[config.mk]
export PLATFORM = sky130hd
export DESIGN_NAME = radio_auto_scan_controller_unit
export DESIGN_NICKNAME = d
export VERILOG_FILES = /design/src/rtl/rasc_pkg.sv /design/src/rtl/radio_auto_scan_controller_unit.sv /design/src/rtl/rasc_in_stage.sv /design/src/rtl/rasc_core.sv /design/src/rtl/rasc_out_stage.sv
export SDC_FILE = /design/constraint.sdc
export NUM_CORES = 1
export LEC_CHECK = 0
export BUFFER_PORTS_ARGS = -buffer_cell sky130_fd_sc_hd__buf_2
export CAP_MARGIN = 20
export CORE_ASPECT_RATIO = 0.8
export CORE_MARGIN = 2
export CORE_UTILIZATION = 40
export DETAILED_ROUTE_END_ITERATION = 8
export PLACE_DENSITY = 0.57
export SLEW_MARGIN = 5
export SYNTH_ARGS = -nofsm -noshare
export SYNTH_HDL_FRONTEND = slang
export SYNTH_HIERARCHICAL = 1
export SYNTH_SLANG_ARGS = --single-unit
[constraint.sdc]
create_clock -name clk -period 8.97 [get_ports clk]
set_input_delay 1.794 -clock clk [delete_from_list [all_inputs] [get_ports clk]]
set_output_delay 1.794 -clock clk [all_outputs]
set_load 0.005 [all_outputs]
[src/rtl/rasc_pkg.sv]
// shared types and constants for the receiver auto-scan controller
package rasc_pkg;

  localparam int NUM_VFOS_DEF = 4;
  localparam int MAX_RATE_DEF = 8;

  // pacing of the scan timer in milliseconds
  localparam int STEP_MS  = 200;
  localparam int PACE_MUL = 3;
  localparam int BASE_MS  = 100;
  localparam int STEP_W   = 10;

  localparam int IN_DATA_W  = 80;
  localparam int OUT_DATA_W = 48;

  typedef enum logic [2:0] {
    OP_TICK   = 3'd0,
    OP_START  = 3'd1,
    OP_STOP   = 3'd2,
    OP_WRITE  = 3'd3,
    OP_SELECT = 3'd4
  } op_t;

  localparam logic [2:0] MODE_IDLE   = 3'd0;
  localparam logic [2:0] MODE_SIMPLE = 3'd1;
  localparam logic [2:0] MODE_UP     = 3'd2;
  localparam logic [2:0] MODE_DOWN   = 3'd3;
  localparam logic [2:0] MODE_BOUNCE = 3'd4;

  localparam logic [2:0] TGT_KEEP = 3'd0;
  localparam logic [2:0] TGT_PREV = 3'd1;
  localparam logic [3:0] TGT_BASE = 4'd2;

  typedef struct packed {
    op_t         opcode;
    logic [1:0]  knob_dir;
    logic        digit_selected;
    logic [31:0] now_ms;
    logic [2:0]  scan_mode;
    logic [1:0]  start_dir;
    logic [2:0]  stop_target;
    logic [1:0]  vfo_index;
    logic [31:0] freq;
  } cmd_t;

  typedef struct packed {
    logic [1:0]  tune_dir;
    logic [1:0]  active_vfo;
    logic [2:0]  mode_now;
    logic [31:0] scan_freq;
    logic        refresh;
    logic        accepted;
  } res_t;

endpackage

[src/rtl/radio_auto_scan_controller_unit.sv]
// receiver auto-scan controller: input register, command logic, result register
// an accepted command waits in the input register until the result register can
//   load, and its result is then registered in the result register
// throughput: one command per cycle, stalled while a full result register is not read
// reset: synchronous active-low rst_n clears the vfo table, scan state and pacing
module radio_auto_scan_controller_unit #(
  parameter int NUM_VFOS = rasc_pkg::NUM_VFOS_DEF,
  parameter int MAX_RATE = rasc_pkg::MAX_RATE_DEF
) (
  input  logic                            clk,
  input  logic                            rst_n,
  input  logic                            in_tvalid,
  output logic                            in_tready,
  // opcode
  input  logic [2:0]                      in_tuser,
  // knob_dir, digit_selected, now_ms, scan_mode, start_dir, stop_target, vfo_index, freq
  input  logic [rasc_pkg::IN_DATA_W-1:0]  in_tdata,
  output logic                            out_tvalid,
  input  logic                            out_tready,
  // tune_dir, active_vfo, mode_now, scan_freq, refresh, accepted
  output logic [rasc_pkg::OUT_DATA_W-1:0] out_tdata,
  input  logic                            cfg_valid,
  output logic                            cfg_ready,
  input  logic                            cfg_data
);

  logic           pace_triple_r;
  logic           pace_triple_nxt;
  logic           cmd_valid;
  rasc_pkg::cmd_t cmd;
  rasc_pkg::res_t res;
  logic           can_load;
  logic           step_en;

  assign cfg_ready       = 1'b1;
  assign pace_triple_nxt = (cfg_valid && cfg_ready) ? cfg_data : pace_triple_r;
  assign step_en         = cmd_valid && can_load;

  always_ff @(posedge clk) begin
    if (!rst_n) begin
      pace_triple_r <= 1'b0;
    end else begin
      pace_triple_r <= pace_triple_nxt;
    end
  end

  rasc_in_stage u_in (
    .clk       (clk),
    .rst_n     (rst_n),
    .in_tvalid (in_tvalid),
    .in_tready (in_tready),
    .in_tuser  (in_tuser),
    .in_tdata  (in_tdata),
    .take      (step_en),
    .cmd_valid (cmd_valid),
    .cmd       (cmd)
  );

  rasc_core #(
    .NUM_VFOS (NUM_VFOS),
    .MAX_RATE (MAX_RATE)
  ) u_core (
    .clk         (clk),
    .rst_n       (rst_n),
    .step_en     (step_en),
    .pace_triple (pace_triple_r),
    .cmd         (cmd),
    .res         (res)
  );

  rasc_out_stage u_out (
    .clk        (clk),
    .rst_n      (rst_n),
    .load       (step_en),
    .res        (res),
    .can_load   (can_load),
    .out_tvalid (out_tvalid),
    .out_tready (out_tready),
    .out_tdata  (out_tdata)
  );

  // a started scan always reports a running mode
  a_accept_mode: assert property (@(posedge clk) disable iff (!rst_n)
    step_en && res.accepted |-> res.mode_now != rasc_pkg::MODE_IDLE)
    else $error("start accepted with idle mode");

  // a start that begins a scan never redraws as a stop does
  a_accept_refresh: assert property (@(posedge clk) disable iff (!rst_n)
    step_en |-> !(res.accepted && res.refresh))
    else $error("accepted and refresh both set");

  // every processed command shows up as a result transaction
  a_step_result: assert property (@(posedge clk) disable iff (!rst_n)
    step_en |=> out_tvalid)
    else $error("processed command produced no result");

  // an empty result register never blocks the input side
  a_no_stall: assert property (@(posedge clk) disable iff (!rst_n)
    !out_tvalid |-> in_tready)
    else $error("input stalled with empty result register");

endmodule

[src/rtl/rasc_in_stage.sv]
// input register: unpacks the command stream into a command struct
module rasc_in_stage (
  input  logic                                clk,
  input  logic                                rst_n,
  input  logic                                in_tvalid,
  output logic                                in_tready,
  input  logic [2:0]                          in_tuser,  // opcode
  input  logic [rasc_pkg::IN_DATA_W-1:0]      in_tdata,
  input  logic                                take,
  output logic                                cmd_valid,
  output rasc_pkg::cmd_t                      cmd
);

  logic           valid_r;
  logic           valid_nxt;
  rasc_pkg::cmd_t cmd_r;
  rasc_pkg::cmd_t cmd_nxt;

  assign in_tready = !valid_r || take;

  always_comb begin
    cmd_nxt.opcode         = rasc_pkg::op_t'(in_tuser);
    cmd_nxt.knob_dir       = in_tdata[1:0];
    cmd_nxt.digit_selected = in_tdata[2];
    cmd_nxt.now_ms         = in_tdata[34:3];
    cmd_nxt.scan_mode      = in_tdata[37:35];
    cmd_nxt.start_dir      = in_tdata[39:38];
    cmd_nxt.stop_target    = in_tdata[42:40];
    cmd_nxt.vfo_index      = in_tdata[44:43];
    cmd_nxt.freq           = in_tdata[76:45];
    valid_nxt              = (in_tvalid && in_tready) || (valid_r && !take);
  end

  always_ff @(posedge clk) begin
    if (!rst_n) begin
      valid_r <= 1'b0;
    end else begin
      valid_r <= valid_nxt;
    end
  end

  always_ff @(posedge clk) begin
    if (in_tvalid && in_tready) begin
      cmd_r <= cmd_nxt;
    end
  end

  assign cmd_valid = valid_r;
  assign cmd       = cmd_r;

endmodule

[src/rtl/rasc_core.sv]
// scan state, vfo table and the per-command update logic
module rasc_core #(
  parameter int NUM_VFOS = rasc_pkg::NUM_VFOS_DEF,
  parameter int MAX_RATE = rasc_pkg::MAX_RATE_DEF
) (
  input  logic           clk,
  input  logic           rst_n,
  input  logic           step_en,
  input  logic           pace_triple,
  input  rasc_pkg::cmd_t cmd,
  output rasc_pkg::res_t res
);

  localparam int IDX_W  = $clog2(NUM_VFOS);
  localparam int RATE_W = $clog2(MAX_RATE + 1) + 1;
  localparam int SUM_W  = RATE_W + 2;

  localparam logic [IDX_W-1:0] VFO_A = IDX_W'(0);
  localparam logic [IDX_W-1:0] VFO_B = IDX_W'(1);
  localparam logic [IDX_W-1:0] VFO_S = IDX_W'(NUM_VFOS - 1);

  localparam logic signed [SUM_W-1:0] MAX_S = SUM_W'(MAX_RATE);
  localparam logic signed [SUM_W-1:0] MIN_S = -MAX_S;

  function automatic logic signed [RATE_W-1:0] clamp_rate(input logic signed [SUM_W-1:0] r);
    logic signed [SUM_W-1:0] c;
    c = r;
    if (r > MAX_S) c = MAX_S;
    if (r < MIN_S) c = MIN_S;
    return RATE_W'(c);
  endfunction

  function automatic logic [1:0] sign_of(input logic signed [RATE_W-1:0] r);
    return {r[RATE_W-1], |r};
  endfunction

  logic [31:0]              freq_r [NUM_VFOS];
  logic [IDX_W-1:0]         active_r, active_nxt;
  logic [IDX_W-1:0]         stash_r, stash_nxt;
  logic                     lo_b_r, lo_b_nxt;
  logic                     hi_b_r, hi_b_nxt;
  logic [2:0]               mode_r, mode_nxt;
  logic signed [RATE_W-1:0] rate_r, rate_nxt;
  logic [31:0]              deadline_r, deadline_nxt;

  logic                     we;
  logic [IDX_W-1:0]         waddr;
  logic [31:0]              wdata;

  logic signed [1:0]        knob;
  logic signed [1:0]        sdir;
  logic signed [RATE_W-1:0] rate_knob;
  logic signed [RATE_W-1:0] rate1;
  logic [31:0]              dl1;
  logic                     fire;
  logic [RATE_W-1:0]        abs1;
  logic signed [RATE_W-1:0] pos1;
  logic signed [RATE_W-1:0] neg1;
  logic signed [RATE_W-1:0] rate_bnc;
  logic [RATE_W-1:0]        wait_k;
  logic [rasc_pkg::STEP_W-1:0] step_ms;
  logic [31:0]              delay;
  logic [31:0]              new_dl;
  logic [31:0]              s_freq, lo_freq, hi_freq, a_freq, b_freq, act_freq;
  logic signed [SUM_W-1:0]  start_sq;
  logic signed [RATE_W-1:0] start_rate;
  logic [3:0]               tgt_off;
  logic                     go;
  logic [1:0]               tune;
  logic                     refresh;
  logic                     accepted;

  assign knob     = $signed(cmd.knob_dir);
  assign sdir     = $signed(cmd.start_dir);
  assign s_freq   = freq_r[VFO_S];
  assign a_freq   = freq_r[VFO_A];
  assign b_freq   = freq_r[VFO_B];
  assign lo_freq  = lo_b_r ? b_freq : a_freq;
  assign hi_freq  = hi_b_r ? b_freq : a_freq;
  assign act_freq = freq_r[active_r];

  // knob turn adjusts the rate and forces the timer to fire
  assign rate_knob = clamp_rate(SUM_W'(rate_r) + SUM_W'(knob));
  assign rate1     = (knob != 2'sd0) ? rate_knob : rate_r;
  assign dl1       = (knob != 2'sd0) ? 32'd0 : deadline_r;
  assign fire      = !(dl1 > cmd.now_ms);

  assign abs1    = rate1[RATE_W-1] ? RATE_W'(-rate1) : RATE_W'(rate1);
  assign pos1    = $signed(abs1);
  assign neg1    = -pos1;
  assign wait_k  = RATE_W'(MAX_RATE) - abs1;
  assign step_ms = pace_triple ? rasc_pkg::STEP_W'(rasc_pkg::STEP_MS * rasc_pkg::PACE_MUL)
                               : rasc_pkg::STEP_W'(rasc_pkg::STEP_MS);
  assign delay   = 32'(wait_k) * 32'(step_ms);
  assign new_dl  = cmd.now_ms + 32'(rasc_pkg::BASE_MS) + delay;

  always_comb begin
    rate_bnc = rate1;
    if (s_freq >= hi_freq) rate_bnc = neg1;
    if (s_freq <= lo_freq) rate_bnc = pos1;
  end

  // start rate is |d|*d, only d = -2 differs from d
  assign start_sq   = (sdir == -2'sd2) ? -SUM_W'(4) : SUM_W'(sdir);
  assign start_rate = clamp_rate(start_sq);
  assign tgt_off    = {1'b0, cmd.stop_target} - rasc_pkg::TGT_BASE;

  always_comb begin
    active_nxt   = active_r;
    stash_nxt    = stash_r;
    lo_b_nxt     = lo_b_r;
    hi_b_nxt     = hi_b_r;
    mode_nxt     = mode_r;
    rate_nxt     = rate_r;
    deadline_nxt = deadline_r;
    we           = 1'b0;
    waddr        = VFO_S;
    wdata        = cmd.freq;
    tune         = 2'b00;
    refresh      = 1'b0;
    accepted     = 1'b0;
    go           = 1'b0;
    case (cmd.opcode)
      rasc_pkg::OP_TICK: begin
        if (mode_r == rasc_pkg::MODE_IDLE) begin
          tune = {knob[1], knob[1] | knob[0]};
        end else if (!cmd.digit_selected) begin
          active_nxt = stash_r;
          mode_nxt   = rasc_pkg::MODE_IDLE;
          refresh    = 1'b1;
        end else begin
          rate_nxt     = rate1;
          deadline_nxt = dl1;
          if (fire) begin
            deadline_nxt = new_dl;
            refresh      = 1'b1;
            tune         = sign_of(rate1);
            if (mode_r == rasc_pkg::MODE_BOUNCE) begin
              rate_nxt = rate_bnc;
              tune     = sign_of(rate_bnc);
            end else if (mode_r == rasc_pkg::MODE_UP || mode_r == rasc_pkg::MODE_DOWN) begin
              // wrap at the limits, at most one of the two applies
              if (!rate1[RATE_W-1] && (rate1 != '0) && (s_freq >= hi_freq)) begin
                we    = 1'b1;
                wdata = lo_freq;
              end
              if (rate1[RATE_W-1] && (s_freq <= lo_freq)) begin
                we    = 1'b1;
                wdata = hi_freq;
              end
            end
          end
        end
      end
      rasc_pkg::OP_START: begin
        if (!cmd.digit_selected) begin
          if (mode_r != rasc_pkg::MODE_IDLE) begin
            mode_nxt = rasc_pkg::MODE_IDLE;
            refresh  = 1'b1;
          end
        end else begin
          rate_nxt = '0;
          if (cmd.scan_mode == rasc_pkg::MODE_SIMPLE) begin
            go = 1'b1;
          end else if (cmd.scan_mode == rasc_pkg::MODE_UP ||
                       cmd.scan_mode == rasc_pkg::MODE_DOWN ||
                       cmd.scan_mode == rasc_pkg::MODE_BOUNCE ||
                       cmd.scan_mode == rasc_pkg::MODE_IDLE) begin
            if (cmd.scan_mode == rasc_pkg::MODE_IDLE || a_freq == b_freq) begin
              if (mode_r != rasc_pkg::MODE_IDLE) begin
                active_nxt = stash_r;
                mode_nxt   = rasc_pkg::MODE_IDLE;
                refresh    = 1'b1;
              end
            end else begin
              lo_b_nxt = !(a_freq < b_freq);
              hi_b_nxt = a_freq < b_freq;
              go       = 1'b1;
            end
          end
          if (go) begin
            stash_nxt  = active_r;
            we         = 1'b1;
            waddr      = VFO_S;
            wdata      = act_freq;
            active_nxt = VFO_S;
            rate_nxt   = start_rate;
            mode_nxt   = cmd.scan_mode;
            accepted   = 1'b1;
          end
        end
      end
      rasc_pkg::OP_STOP: begin
        if (mode_r != rasc_pkg::MODE_IDLE) begin
          case (cmd.stop_target)
            rasc_pkg::TGT_KEEP: begin
              we         = 1'b1;
              waddr      = stash_r;
              wdata      = act_freq;
              active_nxt = stash_r;
            end
            rasc_pkg::TGT_PREV: begin
              active_nxt = stash_r;
            end
            default: begin
              if (32'(tgt_off) < 32'(NUM_VFOS)) active_nxt = IDX_W'(tgt_off);
            end
          endcase
          mode_nxt = rasc_pkg::MODE_IDLE;
          refresh  = 1'b1;
        end
      end
      rasc_pkg::OP_WRITE: begin
        if (32'(cmd.vfo_index) < 32'(NUM_VFOS)) begin
          we    = 1'b1;
          waddr = IDX_W'(cmd.vfo_index);
          wdata = cmd.freq;
        end
      end
      rasc_pkg::OP_SELECT: begin
        if (32'(cmd.vfo_index) < 32'(NUM_VFOS)) active_nxt = IDX_W'(cmd.vfo_index);
      end
      default: begin
      end
    endcase
  end

  always_comb begin
    res.tune_dir   = tune;
    res.active_vfo = active_nxt[1:0];
    res.mode_now   = mode_nxt;
    res.scan_freq  = (we && waddr == VFO_S) ? wdata : s_freq;
    res.refresh    = refresh;
    res.accepted   = accepted;
  end

  always_ff @(posedge clk) begin
    if (!rst_n) begin
      for (int i = 0; i < NUM_VFOS; i++) freq_r[i] <= 32'd0;
      active_r   <= '0;
      stash_r    <= '0;
      lo_b_r     <= 1'b0;
      hi_b_r     <= 1'b0;
      mode_r     <= rasc_pkg::MODE_IDLE;
      rate_r     <= '0;
      deadline_r <= 32'd0;
    end else if (step_en) begin
      if (we) freq_r[waddr] <= wdata;
      active_r   <= active_nxt;
      stash_r    <= stash_nxt;
      lo_b_r     <= lo_b_nxt;
      hi_b_r     <= hi_b_nxt;
      mode_r     <= mode_nxt;
      rate_r     <= rate_nxt;
      deadline_r <= deadline_nxt;
    end
  end

endmodule

[src/rtl/rasc_out_stage.sv]
// result register: packs the result struct onto the output stream
module rasc_out_stage (
  input  logic                            clk,
  input  logic                            rst_n,
  input  logic                            load,
  input  rasc_pkg::res_t                  res,
  output logic                            can_load,
  output logic                            out_tvalid,
  input  logic                            out_tready,
  output logic [rasc_pkg::OUT_DATA_W-1:0] out_tdata
);

  logic                            valid_r;
  logic                            valid_nxt;
  logic [rasc_pkg::OUT_DATA_W-1:0] data_r;
  logic [rasc_pkg::OUT_DATA_W-1:0] data_nxt;

  assign can_load = !valid_r || out_tready;

  always_comb begin
    data_nxt  = {7'd0, res.accepted, res.refresh, res.scan_freq,
                 res.mode_now, res.active_vfo, res.tune_dir};
    valid_nxt = load || (valid_r && !out_tready);
  end

  always_ff @(posedge clk) begin
    if (!rst_n) begin
      valid_r <= 1'b0;
    end else begin
      valid_r <= valid_nxt;
    end
  end

  always_ff @(posedge clk) begin
    if (load) begin
      data_r <= data_nxt;
    end
  end

  assign out_tvalid = valid_r;
  assign out_tdata  = data_r;

endmodule
# == After elaboration in Yosys (flattened, before gate mapping) ==
# Memories as Yosys holds them, arrays and structs flattened. A register that Yosys moved wholly into a read port is not among the register bits.
# Cells that the tools add are included.
# totals
output_inout_bits,51
mem_bits_rw,128
latchBits,0
ff_bits,170
wordCells,199
inputBits,89
romBits,0
n_memories,1
# mem_list
name,depth,width,read_ports,rd_clocked_by_memory_dff,wr,line,text
u_core.freq_r,4,32,4,1,4,rasc_core.sv:37,logic [31:0] freq_r [NUM_VFOS];
# classes
n_eq_ne,18
n_lt_le_gt_ge,9
n_addsub,7
mux,98
n_div,0
shift,0
n_reduce_logical,39
mul,1
bitwise,4
# op_table
operator,n
32-bit two-way mux,17
32-bit case mux with 3 select lines,1
5-bit two-way mux,14
2-bit two-way mux,20
32-bit by 15-bit adder with 32-bit output,1
"32-bit by 7-bit adder with 32-bit output, second input constant",1
32-bit equality test,1
32-bit >= comparator,1
32-bit greater-than comparator,1
32-bit less-or-equal comparator,1
32-bit less-than comparator,1
32-bit OR reduction,1
1-bit two-way mux,30
3-bit two-way mux,8
"3-bit by 2-bit equality test with 1-bit output, second input constant",6
5-bit by 10-bit multiplier with 15-bit output,1
3-bit zero test,4
10-bit two-way mux,1
5-bit negator,2
5-bit case mux with 2 select lines,1
5-bit OR reduction,2
"3-bit by 1-bit equality test with 1-bit output, second input constant",3
"3-bit equality test, second input constant",3
1-bit logical OR,9
other kinds (27),46

# == Longest topological paths before layout ==
# Gate-level depths: netlist of the first run.
# depth
depth_word,22
depth_mapped,35
depth_no_buf,32

# == By module ==
# Netlist of the first run, hierarchy kept.
# modules_own_cells
module,area_per_inst_um2,seq_area_each_um2,cells_per_inst,instances
rasc_core,16454.5,4804.6,1743,1
rasc_in_stage,2459.9,2422.3,85,1
rasc_out_stage,1336.3,1251.2,53,1
radio_auto_scan_controller_unit,53.8,20.0,6,1

# == Worst setup path before layout of the first run ==
# No wires, ideal clock.
# synth_path
path_kind,reg-to-reg
from,register u_in.cmd_r (netlist bit u_in/cmd[76])
to,register u_core.deadline_r[20]
arrival_ns,7.396
required_ns,8.853
stages_incl_launch_ff,31
n_path_buf,3
period_less_slack_ns,7.513
setup_slack_ns,1.457
setup_time_ns,0.117
path_cell_list,edfxtp_1 > ha_1 > or2_1 > a21o_2 > a2111oi_0 > or3b_1 > buf_2 > o21ba_2 > buf_4 > inv_2 > ha_1 > clkbuf_1 > or3_1 > a32o_2 > and2_4 > xnor2_1 > and2_1 > ha_1 > fa_1 > fa_1 > ha_1 > ha_1 > o21ai_0 > a21boi_0 > o21ai_0 > a21oi_1 > o21ai_0 > o2111ai_1 > nand2_1 > xnor2_1 > a22o_1
# synth_via
elab_chain_cells,11
word_cells_on_any_way,15
cone_classes,4 x add/sub; 1 x mul; 3 x order compare; 6 x mux; 1 x reduce/logical
# synth_lines
element,line,text
start: declaration,rasc_in_stage.sv:16,rasc_pkg::cmd_t cmd_r;
start signal: assignment,rasc_in_stage.sv:44,cmd_r <= cmd_nxt;
5-bit by 2-bit adder with 6-bit output,rasc_core.sv:83,assign rate_knob = clamp_rate(SUM_W'(rate_r) + SUM_W'(knob));
6-bit by 5-bit greater-than comparator with 1-bit output,rasc_core.sv:28,if (r > MAX_S) c = MAX_S;
5-bit two-way mux,rasc_core.sv:28,
5-bit two-way mux,rasc_core.sv:29,if (r < MIN_S) c = MIN_S;
5-bit two-way mux,rasc_core.sv:84,assign rate1 = (knob != 2'sd0) ? rate_knob : rate_r;
5-bit negator,rasc_core.sv:88,assign abs1 = rate1[RATE_W-1] ? RATE_W'(-rate1) : RATE_W'(rate1);
5-bit two-way mux,rasc_core.sv:88,
4-bit by 5-bit subtractor with 5-bit output,rasc_core.sv:91,assign wait_k = RATE_W'(MAX_RATE) - abs1;
5-bit by 10-bit multiplier with 15-bit output,rasc_core.sv:94,assign delay = 32'(wait_k) * 32'(step_ms);
32-bit by 15-bit adder with 32-bit output,rasc_core.sv:95,assign new_dl = cmd.now_ms + 32'(rasc_pkg::BASE_MS) + delay;
32-bit two-way mux *,rasc_core.sv:134,if (fire) begin
end signal: assignment,rasc_core.sv:255,deadline_r <= deadline_nxt;
end: declaration,rasc_core.sv:44,"logic [31:0] deadline_r, deadline_nxt;"
# Every way passes the cells marked *; elsewhere a longest branch is shown, timed or not.
# A chain may end at the register's enable or synchronous reset.

# == Worst setup path in the final report of the first run ==
# layout_path
from,register u_in.cmd_r (netlist bit u_in/cmd[76])
to,register u_core.deadline_r[27]
# Same word-level chain as after synthesis.

==> flow_summary.yaml, run 1 <==
synthesis:
  ys_seq_area_frac: 0.419
  yosys.cell_count.top_type: "edfxtp_1"
  yosys-top-cells-count: "edfxtp_1 (249), ha_1 (174), and2_1 (173)"
  ys_types: 85
  synth_top_area_cell: "edfxtp_1"
  ys_warn_count: 6
  ys_ff_latch: 300
  yosys-top-cells-area: "edfxtp_1 (37%), ha_1 (11%), and2_1 (5.3%), mux2i_1 (5.2%), dfxtp_1 (5.0%)"
  synth_flop_cell: "edfxtp_1"
  synthCells: 1887
  postSynthAreaPerCell_sq_um: 10.8
  syn-cell-area_sq_mm: 0.0203
  ys_async_sr_fraction: 0
  synth-edff-count: 249
  yosys.area.top_type_share: 0.368
power:
  p_seq_frac: 0.347
  power_density_mw_per_mm2: 208
  peakVddDrop_mv: 0.256
  p_leak_nw: 9.23
  p_int_w: 0.00313
  swShare: 0.338
  power_switching_w: 0.00160
  p_clk_frac: 0.305
  comb_power_share: 0.348
sta:
  fin_crit_sh: 0.918
  finClkSkew_ns: 0.0296
  hold_viol: 0
  worst_slack_ns: 0.735
  final_max_slew_viol_count: 0
  maxSlewHeadroom: 0.291
  hold_slack_ns: 0.445
  tightest_slew_ns: 1.06
  setup_viol: 0
  fmax_ghz: 0.121
  rsz0062_at_grt: "no"
  fin_setup_tns_ns: 0
  period_needed_ns: 8.24
drt:
  routed_wl_um: 58900
  ant_nets: 0
  dr.pass1.iters: 5
  wire_per_inst_um: 22.0
  vias: 15400
  vias_per_cell: 5.75
  route.detailed.drc: 0
  drt_iter0_markers: 1330
clocking:
  clk_latency_ns: 0.57
  clkSinkCount: 300
  root_buffer: "clkbuf_16"
  cts_hold_buf: 0
  htreeDepth: 2
  clock_path_buffers: 3
  cts_buffers: 35
  cts_tree: "done"
  clkSlewWorstSetupHoldPaths_ns: 0.06
placement:
  place_worst_setup_slack_ns: 0.531
  place_inst: 2617
  gp_congestion: 0.895
  dp_hpwl_um: 37900
  placed_area_sq_mm: 0.0216
  io_buffers: 128
global_routing:
  grt_pass1_wl_um: 90200
  grt_max_degree: 51
  antenna_found_initial: 1
  grt_pass1_vias: 15200
  overflow: 0
  grt.total_usage: 0.223
worst_hold_path:
  hold_class: "reg -> reg"
worst_setup_path:
  crit_type: "reg -> reg"
  r2r-start: "u_in/cmd[76]"
  endpoint_kind: "register"
  crit_fanout: 9
  start_kind: "register"
  critical-path-slowest-cell: "edfxtp_1"
  cp-endpoint: "u_core/deadline_r[27]"
  r2r_end: "u_core/deadline_r[27]"
  required_ns: 9.39
  r2r_slack_ns: 0.73
  crit_top_cell: "ha_1"
  reg2reg_depth: 26
  max_stage_delay_ns: 0.54
  crit_path_start: "u_in/cmd[76]"
  worstPathArrival_ns: 8.66
floorplanning:
  die_h_um: 206
  rows: 73
  core_area_sq_mm: 0.0499
  fp.dieW_um: 256
  io-pin-count: 140
  start_util: 0.407
  die-area_sq_mm: 0.0526
final_layout:
  drive_above_1_share: 0.172
  final_area_sq_mm: 0.0228
  nFillCells: 4738
  fin_nets: 2259
  synthToLayoutAreaGrowth_pct: 12.2
  final_cells: 2681
run_status:
  status: "complete, no violations"
job:
  max_cap_viol_count: 0
stage by stage:
stage,power (W),util
6_report,0.00473,0.457
5_1_grt,0.00508,0.457
4_1_cts,0.00478,0.457
3_5_place_dp,0.00331,0.434
3_3_place_gp,0.00328,0.434
2_1_floorplan,0.00293,-
cell families after synthesis:
logic type | synth area share
buffers and inverters | 0.0461
other | 0.000555
muxes | 0.126
and+or+nand+nor | 0.132
AOI/OAI and AO/OA | 0.139
adders and majority gates | 0.124
DFF | 0.419
xor gates and xnor gates | 0.0138
layer usage:
metal	global-route usage	part of all wire	up-vias
met1	0.323	0.47	7524
li1	-	-	7174
met4	0.0710	0.027	0
met2	0.340	0.43	601
met3	0.0370	0.069	104
met5	0	0	-
power by group through the flow:
stage	Clock, W	Combinational [W]	Sequential, W
6_report	0.00144	0.00165	0.00164
5_1_grt	0.00154	0.00189	0.00165
4_1_cts	0.00148	0.00165	0.00164
3_5_place_dp	0	0.00164	0.00167
3_3_place_gp	0	0.00161	0.00167
2_1_floorplan	0	0.00128	0.00165
state kept, by name, summed over array words and instances (netlist names), named ones only:
signal and count:
u_core/freq_r 128, u_in/cmd 80, u_out/out_tdata 41, u_core/deadline_r 32, u_core/rate_r 5, u_core/mode_r 3
u_core/active_r 2, u_core/stash_r 2, pace_triple_r 1, u_core/hi_b_r 1, u_core/lo_b_r 1, u_in/cmd_valid 1
u_out/out_tvalid 1
layout by cell type (no fill, tap or decap), drive strengths merged, types with 5 or more instances in the layout:
| master | n |
|---|---|
| mux4 | 32 |
| o21ai | 133 |
| ha | 174 |
| nand4 | 24 |
| clkbuf | 45 |
| nor4 | 11 |
| nand2b | 15 |
| a211o | 6 |
| nand3 | 23 |
| a21oi | 125 |
| a22oi | 48 |
| dfxtp | 51 |
| nand2 | 82 |
| inv | 130 |
| fa | 17 |
| mux2 | 69 |
| a21o | 18 |
| conb | 9 |
| nor2b | 38 |
| mux2i | 106 |
| nor2 | 49 |
| xnor2 | 24 |
| and3 | 13 |
| a211oi | 9 |
| nor3 | 18 |
| a2bb2oi | 33 |
| clkinv | 12 |
| o21a | 11 |
| buf | 156 |
| or3 | 7 |
| a22o | 6 |
| xor2 | 8 |
| and2 | 176 |
| or2 | 5 |
| edfxtp | 249 |
worst min-delay path by stage:
stage	from	end	slack [ns]	cells past startpoint
2_1_floorplan	u_core/deadline_r[16]	u_core/deadline_r[16]	0.42	2
3_3_place_gp	u_core/deadline_r[18]	u_core/deadline_r[18]	0.43	2
3_5_place_dp	u_core/deadline_r[16]	u_core/deadline_r[16]	0.43	2
4_1_cts	u_core/deadline_r[16]	u_core/deadline_r[16]	0.45	2
5_1_grt	u_core/deadline_r[27]	u_core/deadline_r[27]	0.47	2
6_report	u_core/deadline_r[16]	u_core/deadline_r[16]	0.45	2
worst max-delay path: cells and delay by family (launching register included):
kind                       cells  cell delay [ns]
AOI/OAI and AO/OA             10             2.69
xor gates and xnor gates       2             0.43
adders and majority gates      7             2.60
buffers and inverters          1             0.12
DFF                            1             0.54
and+or+nand+nor                6             1.74
layout make-up:
type | instances | area [sq um] | share of cell area
multi-input cells | 1358 | 11000 | 0.481
clock buffers | 45 | 933 | 0.0410
clock inverters | 18 | 205 | 0.00900
flip-flops and latches | 300 | 8500 | 0.373
inverters | 128 | 480 | 0.0211
diodes | 1 | 2.50 | 0.000110
well taps | 675 | 845 | 0.0371
repair buffers | 156 | 851 | 0.0373
what timing repair did:
item	CTS	global route
endpoints found under the setup margin	0	15
endpoints found under the hold margin	0	0
gates resized for setup	0	3
buffers inserted	0	0
No activity file was read; power rests on OpenSTA's default activity.
==> run 2: changes to the inputs <==
Settings changed: BUFFER_PORTS_ARGS -buffer_cell sky130_fd_sc_hd__buf_2 to -buffer_cell sky130_fd_sc_hd__buf_4.
==> flow_summary.yaml, run 2 (synthesis gave the netlist of run 1 again) <==
power:
  peakVddDrop_mv: 0.213
  p_total_w: 0.00482
  power_density_mw_per_mm2: 208
  p_leak_nw: 9.35
clocking:
  clkSinkCount: 300
  cts_setup_buffers: 0
  htreeDepth: 2
  clkSlewWorstSetupHoldPaths_ns: 0.06
  cts_buffers: 35
  cts_tree: "done"
  ctsResizeCount: 0
  root_buffer: "clkbuf_16"
  cts_hold_buf: 0
  clock_path_buffers: 3
  clk_latency_ns: 0.57
sta:
  finClkSkew_ns: 0.0331
  period_needed_ns: 8.37
  hold_viol: 0
  setup_viol: 0
  fin_crit_sh: 0.933
  maxSlewHeadroom: 0.264
  final_max_slew_viol_count: 0
  fmax_ghz: 0.119
  rsz0062_at_grt: "no"
  tightest_slew_ns: 1.10
  fin_setup_tns_ns: 0
final_layout:
  top_register: "u_core/freq_r"
  utilization: 0.464
  diodes: 0
  final_cells: 2678
  drive_above_1_share: 0.172
  final_common_cell: "edfxtp_1"
  final_cell_mix: "edfxtp_1 (249), ha_1 (174), and2_1 (172)"
  synthToLayoutAreaGrowth_pct: 13.9
  largest_register_ffs: 128
  fin_nets: 2256
worst_setup_path:
  r2r-start: "u_in/cmd[76]"
  r2r_slack_ns: 0.60
  max_stage_delay_ns: 0.55
  r2r_end: "u_core/deadline_r[27]"
  critical-path-slowest-cell: "edfxtp_1"
  start_kind: "register"
  worstPathArrival_ns: 8.79
  endpoint_kind: "register"
  reg2reg_depth: 30
  crit_top_cell: "ha_1"
  required_ns: 9.38
  crit_fanout: 9
  crit_type: "reg -> reg"
placement:
  dp_hpwl_um: 38000
  gp_congestion: 0.890
  io_buffers: 128
  place_inst: 2614
worst_hold_path:
  hold_depth: 2
  hold_class: "reg -> reg"
  min_to: "u_core/deadline_r[28]"
  min-delay-start: "u_core/deadline_r[28]"
floorplanning:
  io-pin-count: 140
  die_h_um: 206
  core_area_sq_mm: 0.0499
  die-area_sq_mm: 0.0526
  fp.dieW_um: 256
  rows: 73
  start_util: 0.407
drt:
  route.detailed.drc: 0
  ant_nets: 0
  vias_per_cell: 5.73
  vias: 15400
  drt_iter0_markers: 1421
  wire_per_inst_um: 22.2
  routed_wl_um: 59500
  dr.pass1.iters: 5
global_routing:
  grt_pass1_wl_um: 90100
  overflow: 0
  grt_pass1_vias: 14900
  grt_max_degree: 51
  grt.total_usage: 0.224
  antenna_found_initial: 0
run_status:
  status: "complete, no violations"
job:
  max_cap_viol_count: 0
==> run 2: changes by cell type in the layout (fill, tap and decap cells not counted), moves of 2 or more <==
cell / previous run / this run
clkinv_2: 3 / 5
bufinv_16: 3 / 5
buf_4: 28 / 153
clkbuf_1: 8 / 6
buf_2: 128 / 0
==> run 2: layout make-up <==
cell class | count | area, sq um
fill | 4620 | 26700
multi-input combinational | 1358 | 11000
sequential | 300 | 8500
timing repair buffer | 153 | 1150
clock buffer | 44 | 951
tap | 675 | 845
inverter | 128 | 480
clock inverter | 20 | 238
==> run 2: per-stage QoR <==
| stage | hold WS [ns] | instance area [sq um] | worst slack (ns) |
|---|---|---|---|
| floorplan | 0.417 | 20300 | 1.46 |
| detailed placement | 0.436 | 21900 | 0.440 |
| finish | 0.444 | 23100 | 0.598 |
| global placement | 0.427 | 21900 | 0.518 |
| CTS | 0.450 | 23100 | 0.421 |
| global route | 0.469 | 23100 | 0.0122 |
==> run 2: routing by layer <==
| metal | vias up | share of wire | track usage |
|---|---|---|---|
| met4 | 0 | 0.026 | 0.0729 |
| met3 | 94 | 0.070 | 0.0411 |
| li1 | 7160 | - | - |
| met5 | - | 0 | 0 |
| met2 | 578 | 0.44 | 0.343 |
| met1 | 7520 | 0.47 | 0.319 |
==> run 2: where the power goes <==
part           total [W]  internal (W)  switching [W]
Clock            0.00152      0.000899       0.000622
Sequential       0.00165       0.00158      0.0000636
Combinational    0.00165      0.000726       0.000925
Total            0.00482       0.00321        0.00161
==> run 2: how the worst max path moves through the flow <==
stage / depth (start not counted) / slack [ns] / startpoint / endpoint
global route: 30 / 0.01 / u_in/cmd[76] / u_core/deadline_r[25]
detailed placement: 27 / 0.44 / u_in/cmd[76] / u_core/deadline_r[20]
global placement: 27 / 0.52 / u_in/cmd[76] / u_core/deadline_r[20]
CTS: 27 / 0.42 / u_in/cmd[76] / u_core/deadline_r[26]
finish: 30 / 0.60 / u_in/cmd[76] / u_core/deadline_r[27]
floorplan: 30 / 1.46 / u_in/cmd[76] / u_core/deadline_r[20]
==> run 2: critical path, delay by kind of cell, from the launching register on <==
family	cells	cell delay, ns
adder cells (fa/ha/maj)	7	2.53
XOR/XNOR	2	0.56
AND/OR/NAND/NOR	8	1.87
AO/OA/AOI/OAI	9	2.40
flip-flops	1	0.55
buffers and inverters	4	0.35
